$ cat config.mk
export PLATFORM = sky130hd
export DESIGN_NAME = tick_sleep_queue
export DESIGN_NICKNAME = d
export VERILOG_FILES = /design/src/hw/rtl/tsq_pkg.sv /design/src/hw/rtl/tsq_ctrl.sv /design/src/hw/rtl/tsq_dp.sv /design/src/hw/rtl/tick_sleep_queue.sv
export SDC_FILE = /design/constraint.sdc
export NUM_CORES = 2
export LEC_CHECK = 0
export BUFFER_PORTS_ARGS = -buffer_cell sky130_fd_sc_hd__clkbuf_2
export CAP_MARGIN = 20
export CORE_ASPECT_RATIO = 2
export CORE_UTILIZATION = 50
export CTS_CLUSTER_DIAMETER = 30
export DETAILED_ROUTE_END_ITERATION = 6
export PLACE_DENSITY = 0.65
export SKIP_CTS_REPAIR_TIMING = 1
export SLEW_MARGIN = 20
export SYNTH_ARGS = -nofsm -noshare
export SYNTH_HDL_FRONTEND = slang
export SYNTH_SLANG_ARGS = --single-unit
$ cat constraint.sdc
create_clock -name clk -period 13.7 [get_ports clk]
set_input_delay 3.425 -clock clk [delete_from_list [all_inputs] [get_ports clk]]
set_output_delay 3.425 -clock clk [all_outputs]
set_load 0.005 [all_outputs]
$ cat src/hw/rtl/tsq_pkg.sv
`timescale 1ns / 1ps
// Shared types and codes for the tick sleep queue.
// Used by tsq_ctrl, tsq_dp and tick_sleep_queue; depends on nothing.
package tsq_pkg;

	localparam int SLOTS_DEF = 32;
	localparam int TICK_W    = 32;
	localparam int ID_W      = 8;
	localparam int DELAY_W   = 16;

	localparam logic FUNC_SLEEP = 1'b0;
	localparam logic FUNC_TICK  = 1'b1;

	typedef enum logic [1:0] {
		KIND_WOKEN   = 2'd0,
		KIND_VERDICT = 2'd1,
		KIND_SLEPT   = 2'd2,
		KIND_FULL    = 2'd3
	} kind_t;

	typedef enum logic [1:0] {
		ACT_NOTHING = 2'd0,
		ACT_YIELD   = 2'd1,
		ACT_DISABLE = 2'd2
	} action_t;

	// Commands from the controller to the datapath.
	typedef struct packed {
		logic sleep_go;
		logic tick_go;
		logic rd_en;
		logic rd_next;
		logic step;
		logic verdict;
	} tsq_cmd_t;

	// Status from the datapath to the controller.
	typedef struct packed {
		logic slot_free;
		logic empty;
		logic last_entry;
		logic expired;
	} tsq_status_t;

endpackage

$ cat src/hw/rtl/tsq_ctrl.sv
`timescale 1ns / 1ps
// Controller of the tick sleep queue: accepts items and sequences the table scan.
// Depends on tsq_pkg.
module tsq_ctrl (
	input  logic                  clk,
	input  logic                  arst_n,
	input  logic                  in_valid,
	input  logic                  func,
	output logic                  in_ready,
	input  tsq_pkg::tsq_status_t  status,
	output tsq_pkg::tsq_cmd_t     cmd
);
	import tsq_pkg::*;

	typedef enum logic [1:0] {
		ST_IDLE,
		ST_SCAN,
		ST_CHECK,
		ST_VERDICT
	} state_t;

	state_t state_q, state_d;

	always_ff @(posedge clk or negedge arst_n) begin
		if (!arst_n) begin
			state_q <= ST_IDLE;
		end else begin
			state_q <= state_d;
		end
	end

	always_comb begin
		state_d  = state_q;
		cmd      = '0;
		in_ready = 1'b0;
		unique case (state_q)
			ST_IDLE: begin
				// A sleep item answers at once, so the output register must be free.
				in_ready = status.slot_free;
				if (in_valid && status.slot_free) begin
					if (func == FUNC_TICK) begin
						cmd.tick_go = 1'b1;
						state_d     = ST_SCAN;
					end else begin
						cmd.sleep_go = 1'b1;
					end
				end
			end
			ST_SCAN: begin
				if (status.empty) begin
					state_d = ST_VERDICT;
				end else begin
					cmd.rd_en = 1'b1;
					state_d   = ST_CHECK;
				end
			end
			ST_CHECK: begin
				// A kept entry moves on freely; an expired one waits for the output.
				if (!status.expired || status.slot_free) begin
					cmd.step = 1'b1;
					if (status.last_entry) begin
						state_d = ST_VERDICT;
					end else begin
						cmd.rd_en   = 1'b1;
						cmd.rd_next = 1'b1;
					end
				end
			end
			ST_VERDICT: begin
				if (status.slot_free) begin
					cmd.verdict = 1'b1;
					state_d     = ST_IDLE;
				end
			end
			default: begin
				state_d = ST_IDLE;
			end
		endcase
	end

endmodule

$ cat src/hw/rtl/tsq_dp.sv
`timescale 1ns / 1ps
// Datapath of the tick sleep queue: tick counter, slot memory, scan pointers
// and the output register. Depends on tsq_pkg.
module tsq_dp #(
	parameter int SLOTS = tsq_pkg::SLOTS_DEF
) (
	input  logic                          clk,
	input  logic                          arst_n,
	input  tsq_pkg::tsq_cmd_t             cmd,
	output tsq_pkg::tsq_status_t          status,
	input  logic [tsq_pkg::ID_W-1:0]      thread_id,
	input  logic [tsq_pkg::DELAY_W-1:0]   delay,
	input  logic                          cpu_idle,
	input  logic                          future_pending,
	output logic                          out_valid,
	input  logic                          out_ready,
	output logic [1:0]                    kind,
	output logic [tsq_pkg::ID_W-1:0]      woken_id,
	output logic [1:0]                    action,
	output logic                          last
);
	import tsq_pkg::*;

	localparam int CNT_W = $clog2(SLOTS + 1);
	localparam int IDX_W = (SLOTS > 1) ? $clog2(SLOTS) : 1;

	typedef struct packed {
		logic [ID_W-1:0]   thread;
		logic [TICK_W-1:0] wake;
	} slot_t;

	slot_t              slot_mem [SLOTS];
	slot_t              rd_s1;
	slot_t              wr_data;
	logic [TICK_W-1:0]  tick_q;
	logic [CNT_W-1:0]   entry_count_q;
	logic [CNT_W-1:0]   scan_i_q;
	logic [CNT_W-1:0]   scan_w_q;
	logic               woke_q;
	logic               idle_q;
	logic               fut_q;
	logic               out_valid_q;
	logic [1:0]         kind_q;
	logic [ID_W-1:0]    woken_id_q;
	logic [1:0]         action_q;
	logic               last_q;

	logic               full;
	logic               expired;
	logic [TICK_W-1:0]  diff;
	logic [CNT_W-1:0]   next_i;
	logic [IDX_W-1:0]   rd_addr;
	logic [IDX_W-1:0]   wr_addr;
	logic               wr_en;
	logic               out_load;
	logic [1:0]         verdict_action;

	assign full    = entry_count_q >= CNT_W'(SLOTS);
	// Wrap-safe compare: the entry is due when tick minus wake time is not negative.
	assign diff    = tick_q - rd_s1.wake;
	assign expired = ~diff[TICK_W-1];
	assign next_i  = scan_i_q + CNT_W'(1);

	assign status.slot_free  = ~out_valid_q | out_ready;
	assign status.empty      = entry_count_q == '0;
	assign status.last_entry = next_i == entry_count_q;
	assign status.expired    = expired;

	assign rd_addr = cmd.rd_next ? next_i[IDX_W-1:0] : '0;

	// Surviving entries are compacted towards the front; the write pointer never
	// passes the read pointer, so reads see entries not yet moved.
	assign wr_en   = (cmd.sleep_go & ~full) | (cmd.step & ~expired);
	assign wr_addr = cmd.sleep_go ? entry_count_q[IDX_W-1:0] : scan_w_q[IDX_W-1:0];
	always_comb begin
		if (cmd.sleep_go) begin
			wr_data.thread = thread_id;
			wr_data.wake   = tick_q + TICK_W'(delay);
		end else begin
			wr_data = rd_s1;
		end
	end

	always_ff @(posedge clk) begin
		if (wr_en) begin
			slot_mem[wr_addr] <= wr_data;
		end
		if (cmd.rd_en) begin
			rd_s1 <= slot_mem[rd_addr];
		end
	end

	assign out_load = cmd.sleep_go | (cmd.step & expired) | cmd.verdict;

	always_comb begin
		if (idle_q && !woke_q && scan_w_q == '0) begin
			verdict_action = fut_q ? ACT_NOTHING : ACT_DISABLE;
		end else begin
			verdict_action = ACT_YIELD;
		end
	end

	always_ff @(posedge clk or negedge arst_n) begin
		if (!arst_n) begin
			tick_q        <= '0;
			entry_count_q <= '0;
			scan_i_q      <= '0;
			scan_w_q      <= '0;
			woke_q        <= 1'b0;
			out_valid_q   <= 1'b0;
		end else begin
			if (cmd.tick_go) begin
				tick_q   <= tick_q + TICK_W'(1);
				scan_i_q <= '0;
				scan_w_q <= '0;
				woke_q   <= 1'b0;
			end
			if (cmd.sleep_go && !full) begin
				entry_count_q <= entry_count_q + CNT_W'(1);
			end
			if (cmd.step) begin
				scan_i_q <= next_i;
				if (expired) begin
					woke_q <= 1'b1;
				end else begin
					scan_w_q <= scan_w_q + CNT_W'(1);
				end
			end
			if (cmd.verdict) begin
				entry_count_q <= scan_w_q;
			end
			if (out_load) begin
				out_valid_q <= 1'b1;
			end else if (out_ready) begin
				out_valid_q <= 1'b0;
			end
		end
	end

	always_ff @(posedge clk) begin
		if (cmd.tick_go) begin
			idle_q <= cpu_idle;
			fut_q  <= future_pending;
		end
		if (out_load) begin
			if (cmd.sleep_go) begin
				kind_q     <= full ? KIND_FULL : KIND_SLEPT;
				woken_id_q <= '0;
				action_q   <= ACT_NOTHING;
				last_q     <= 1'b1;
			end else if (cmd.verdict) begin
				kind_q     <= KIND_VERDICT;
				woken_id_q <= '0;
				action_q   <= verdict_action;
				last_q     <= 1'b1;
			end else begin
				kind_q     <= KIND_WOKEN;
				woken_id_q <= rd_s1.thread;
				action_q   <= ACT_NOTHING;
				last_q     <= 1'b0;
			end
		end
	end

	assign out_valid = out_valid_q;
	assign kind      = kind_q;
	assign woken_id  = woken_id_q;
	assign action    = action_q;
	assign last      = last_q;

endmodule

$ cat src/hw/rtl/tick_sleep_queue.sv
`timescale 1ns / 1ps
// Tick sleep queue: a 32-bit tick counter and an insertion-ordered table of
// sleeping threads. Input items are sleep requests (func 0) or timer ticks
// (func 1), taken on in_valid and in_ready. Results leave on out_valid and
// out_ready, one item per handshake, with last set on the final result of
// each input item.
// A sleep item gives one result (accepted or table full) in the cycle after
// it is taken and the block is ready again at once when the output is free.
// A tick item scans the table through one memory read port, one entry per
// cycle while the output is not stalled: it gives the woken threads in order,
// then a verdict.
// A stall on the output holds the scan at the next expired entry or at the
// verdict; the result register itself stays loaded until it is taken.
// Reset clears the tick counter, empties the table and drops any result held;
// the table memory needs no clearing pass.
// Depends on tsq_pkg, tsq_ctrl and tsq_dp.
module tick_sleep_queue #(
	parameter int SLOTS = tsq_pkg::SLOTS_DEF
) (
	input  logic                          clk,
	input  logic                          arst_n,
	input  logic                          in_valid,
	output logic                          in_ready,
	input  logic                          func,
	input  logic [tsq_pkg::ID_W-1:0]      thread_id,
	input  logic [tsq_pkg::DELAY_W-1:0]   delay,
	input  logic                          cpu_idle,
	input  logic                          future_pending,
	output logic                          out_valid,
	input  logic                          out_ready,
	output logic [1:0]                    kind,
	output logic [tsq_pkg::ID_W-1:0]      woken_id,
	output logic [1:0]                    action,
	output logic                          last
);
	import tsq_pkg::*;

	tsq_cmd_t    cmd;
	tsq_status_t status;

	tsq_ctrl u_ctrl (
		.clk      (clk),
		.arst_n   (arst_n),
		.in_valid (in_valid),
		.func     (func),
		.in_ready (in_ready),
		.status   (status),
		.cmd      (cmd)
	);

	tsq_dp #(
		.SLOTS (SLOTS)
	) u_dp (
		.clk            (clk),
		.arst_n         (arst_n),
		.cmd            (cmd),
		.status         (status),
		.thread_id      (thread_id),
		.delay          (delay),
		.cpu_idle       (cpu_idle),
		.future_pending (future_pending),
		.out_valid      (out_valid),
		.out_ready      (out_ready),
		.kind           (kind),
		.woken_id       (woken_id),
		.action         (action),
		.last           (last)
	);

`ifndef ASSERT_OFF
	a_sleep_answer: assert property (@(posedge clk) disable iff (!arst_n)
		in_valid && in_ready && func == FUNC_SLEEP |=>
		out_valid && last && (kind == KIND_SLEPT || kind == KIND_FULL))
		else $error("sleep item not answered in the next cycle");

	a_last_flag: assert property (@(posedge clk) disable iff (!arst_n)
		out_valid |-> (last == (kind != KIND_WOKEN)))
		else $error("last flag does not match result kind");

	a_action_zero: assert property (@(posedge clk) disable iff (!arst_n)
		out_valid && kind != KIND_VERDICT |-> action == ACT_NOTHING)
		else $error("action set on a result that is not a verdict");

	a_no_accept_busy: assert property (@(posedge clk) disable iff (!arst_n)
		cmd.step || cmd.verdict |-> !in_ready)
		else $error("input taken while a tick is being processed");
`endif

endmodule
# Word level (Yosys, flattened, before mapping)
# Memory sizes are Yosys's and may differ from the RTL's. A register that Yosys moved wholly into a read port is not among the register bits.
# Cells that the tools add are included.
# word_totals
wordCells,102
mem_bits_ro,0
n_memories,1
latchBits,0
ram_bits,1280
in_bits,31
out_inout_bits,15
regBits,69
# memory_table
memory,words,width,rd,rd_ports_with_merged_regs,wr,line,rtl
u_dp.slot_mem,32,40,1,1,1,tsq_dp.sv:32,slot_t slot_mem [SLOTS];
# op_classes
n_reduce_logical,17
n_addsub,6
mux,42
n_eq_ne,9
multipliers,0
order_cmp,1
div,0
bitwise,12
shift,0
# op_table
op,n
$mux W6,7
$mux W40,1
$add A32 B1 Y32 const B,1
$add A32 B16 Y32,1
$sub A32 B32 Y32,1
$mux W2,11
$add A6 B1 Y6 const B,3
$mux W1,18
$logic_not A6 Y1,2
$mux W5,2
$pmux W2 S4,1
$eq A6 B6 Y1,1
$ge A6 B6 Y1 const B,1
$ne A2 B1 Y1 const B,3
$reduce_bool A2 Y1,3
$not A1 Y1,5
$reduce_and A5 Y1,1
$eq A2 B2 Y1 const B,2
$logic_and A1 B1 Y1,4
$ne A2 B2 Y1 const B,2
$or A1 B1 Y1,4
$reduce_or A2 Y1,2
$and A1 B1 Y1,3
$mux W3,1
other kinds (6),7

# Logic depth before layout (Yosys ltp)
# depth
word_depth,9
mapped_depth,15
depth_no_buf,13

# Cells and area by module
# A second synthesis with hierarchy kept.
# hier_totals
cells_unflattened,2966
hier_area_um2,55408.1
# modules_own_cells
mod,area_each_um2,seq_area_each_um2,n_inst,cells_per_inst
tsq_dp,55124.1,41389.7,1,2937
tsq_ctrl,284.0,50.0,1,29

# Least setup slack after synthesis
# No wires, ideal clock.
# synth_path
path_kind,input to register
startpoint,input port out_ready
endpoint,"register, netlist name u_dp.rd_s1[0]"
slack_ps,6225
required_ps,13201
stages,5
setup_time_ps,499
arrival_time_ps,6976
n_path_buf,1
path_cell_list,nor2b_1 -> o211ai_1 -> nand3_2 -> clkbuf_1 -> a21boi_0
# synth_rtl
item,line,rtl
"start, declared",tick_sleep_queue.sv:30,"input logic out_ready,"

# Final worst setup path
# layout_path
startpoint,input port out_ready
endpoint,output port in_ready
# layout_between
elab_chain_len,2
# layout_lines
item,line,rtl
$or A1 B1 Y1,tsq_dp.sv:64,assign status.slot_free = ~out_valid_q | out_ready;
$mux W1,tsq_ctrl.sv:36,unique case (state_q)
"end, declared",tick_sleep_queue.sv:23,"output logic in_ready,"
# Every way passes these cells.

==> impl_results.md <==
* Status: finished clean
* Most frequent CP cell: clkbuf_2
* Worst-margin pin slew at 1190 ps
* CP bufs+invs at 2
* Setup tns final at 0 ps
* Setup CP Type: primary input to primary output
* Drt pass-1 iters at 6
* Initial antenna violation count at 1
* Die area at 117000 sq um
* Maximum vdd drop at 0.221 mV
* Post-synth top area share at 69.6%
* Longest Clk Path Bufs at 3
* Post-synth EDFFs at 1335
* Worst-case clock skew at 26.5 ps
* Via Count at 34.9k
* WP depth at 4
* Synth async-reset ratio at 3.89%
* Worst R2R Setup Slack at 7440 ps
* Top post-synthesis cells by area: edfxtp_1 (70%), mux4_2 (3.2%), dfrtp_1 (2.3%)
* Slowest stage delay, CP at about 300 ps
* Row Count at 175
* Slew margin rel. at 20.1%
* First-pass GRT wire length at 243000 um
* Netlist cell types at between 60 and 70
* Post-layout minimum cycle time at 7610 ps
* # clock sinks at between 1k and 1.5k
* CTS root buf: clkbuf_16
* Cells after Synth at ~3.7k
* Starting density of the core at 50.6%
* Slew Viols, Final at 0
* Drt first-iter violations at 3684
* RD Place Congestion at 0.950
* Fillers at 8777
* Hold Crit Class: flip-flop to flip-flop
* Layout cells sized above 1 at 16.6%
* Delay-heaviest family, CP: simple AND/OR/NAND/NOR gates
* IO buf count at 45
* Num ports at 46
* Crit path arrival time at 4180 ps
* Num CTS Buffers at 143
* Post-synth top flop: edfxtp_1
* Syn-to-layout area delta at 13.1%
* R2R depth at 13
* Worst Setup SP: out_ready
* FMAX at between 100 and 150 MHz
* Crit-path cells: clkbuf_2, nand2b_1, and2_1, clkbuf_2
* Pleak at about 0.021 uW
* Pwr per Cell Area at between 200 and 250 nW/um^2
* Vias per inst at 6.43
* Post-synthesis sequential area ratio at 72.0%
* YS warnings at 0
* Reg clk slew, reported paths at 60 ps
* Pin count of the biggest net entering global routing at 91
* Number of max-cap violations at 0
* Hold Violations, Final at 0
* CP Launch Type: primary input
* CP max FO at 8
* CTS tree: done
* Post-route DRC violation count at 0
* RSZ-0062 raised after global routing: no
* Final Setup Violations at 0
* Routed wire per std cell at 31.4 um
* Mapped Avg Cell Area at 15.4 sq um
* Htree depth at 4
* Fin crit share at 55.5%
* Total gr overflow at 0
* Vert. Die Dim at 482 um
* Total wire length at 170000 um
* Setup crit end kind: primary output
* Total power draw at between 15000 and 20000 uW
* Number of global-route vias before repair at 35.0k
* Worst Setup EP: in_ready
* HPWL Detailed at 105000 um
* Slowest stage cell, crit path: nand2b_1
* WP data required at between 10000 and 15000 ps
* Worst-skew pair later-pin latency at 770 ps
* Core ar. at 114000 sq um
* Final net count at 3899
* Critical R2R Capture: u_dp.rd_s1[6]
* Area leader, netlist: edfxtp_1
* Gr usage total at between 20% and 30%
* Antenna Violating Nets Remaining at 0
* Net count after synthesis at around 3.8k
* Mapped cell area at between 50000 and 60000 sq um
* Die W at 242 um
* Reg2reg start: u_dp.scan_i_q[0]
* #FFs+latches synth at 1389
synthesized netlist by cell type (all sizes together) (6+ instances only):
cell     number
a211oi       84
nand3        39
nand2       195
a221oi       39
o21a          6
xor2         28
ha           57
edfxtp     1335
a21oi       109
o22ai        79
o211ai       41
and3         16
a21boi       40
nor2b        84
a22oi        39
a211o        40
or2          45
mux4         82
nor4         48
mux2         43
xnor2        51
dfrtp        54
nor2        194
nor3         23
o2bb2ai      39
or3          86
clkbuf      188
o31ai        82
nand2b       47
o21ai       182
inv          92
a31oi         9
nand4        12
buf          43
mux2i       122
o221ai       41
worst min path at each step:
stage	startpoint	end	depth (start not counted)
after floorplan	u_dp.woke_q	u_dp.woke_q	1
after global placement	u_dp.woke_q	u_dp.woke_q	1
after detailed placement	u_dp.woke_q	u_dp.woke_q	1
after CTS	u_dp.woke_q	u_dp.woke_q	1
after global routing	u_dp.woke_q	u_dp.woke_q	1
final	u_dp.woke_q	u_dp.woke_q	1
stage by stage:
step                instance area [sq um]  setup WS [ps]  std cells  utilization [%]  hold slack, ps
finish                              65100           6090       5430             57.2             523
global route                        65100           6040       5430             57.2             552
CTS                                 65000           6090       5429             57.1             524
detailed placement                  60200           5770       5169             52.9             506
global placement                    60200           5810       5169             52.9             524
floorplan                           57600           6230       3747                -             464
metal layers:
metal	vias up	GRT usage, %	part of all wire [%]
li1	14800	-	-
met1	17800	32.2	34
met2	1725	52.0	52
met3	527	5.37	7.4
met4	0	19.1	7.1
met5	-	0	0
logic make-up after synthesis:
family	synth area share, %
buf+inv	2.17
xor+xnor	1.28
simple gates	6.95
mux	6.17
flops	72.0
compound gates	10.2
fa+ha+maj	1.27
cell type report:
class                      count  area [sq um]  share of cell area (%)
antenna                        1          2.50                 0.00385
clock buffer                 168          3780                    5.81
clock inverter                92          1030                    1.58
inverter                      93           352                   0.540
multi-input combinational   2034         15600                    23.9
sequential                  1389         41400                    63.7
tap                         1504          1880                    2.89
timing repair buffer         149          1030                    1.58
where the power goes:
group | leakage (uW) | internal (uW) | switching (uW)
Sequential | 0.0127 | 5640 | 192
Clock | 0.00232 | 2310 | 1680
Combinational | 0.00602 | 1500 | 3820
flip-flops by register name, indices dropped and copies added (netlist names):
| name | cells |
|---|---|
| u_ctrl.state_q | 2 |
| u_dp.action | 2 |
| u_dp.entry_count_q | 6 |
| u_dp.fut_q | 1 |
| u_dp.idle_q | 1 |
| u_dp.kind | 2 |
| u_dp.last | 1 |
| u_dp.out_valid | 1 |
| u_dp.rd_s1 | 40 |
| u_dp.scan_i_q | 6 |
| u_dp.scan_w_q | 6 |
| u_dp.slot_mem | 1280 |
| u_dp.tick_q | 32 |
| u_dp.woke_q | 1 |
| u_dp.woken_id | 8 |
cell usage in the layout (no fill, tap or decap), types with 43 or more instances in the layout:
cell       synthesis  routed
a211oi_1          82      82
a21oi_1          109     109
buf_4              1     102
clkbuf_16          0     148
clkbuf_2           1      45
dfrtp_1           54      53
edfxtp_1        1335    1335
ha_1              57      56
inv_1             91      90
mux2_2            43      43
mux2i_1          122     122
mux4_2            82      82
nand2_1          195     192
nand2b_1          47      47
nor2_1           194     160
nor2b_1           84      84
nor4_1            46      44
o21ai_0          177     146
o22ai_1           79      79
o31ai_1           82      82
or2_2             45      44
or3_1             86      86
xnor2_1           50      50
worst reg2reg max path: stages, from the launching register on:
cell and delay (ps):
dfrtp_4 730, ha_4 290, nand3_1 140, xor2_2 580, xnor2_1 260, o41ai_4 700
buf_4 620, nor3_1 170, nand3_4 500, buf_4 750, o22ai_1 260, o31ai_1 680
o2bb2ai_1 300, a211o_1 170
Note: power is estimated with default switching activity, not from simulation.
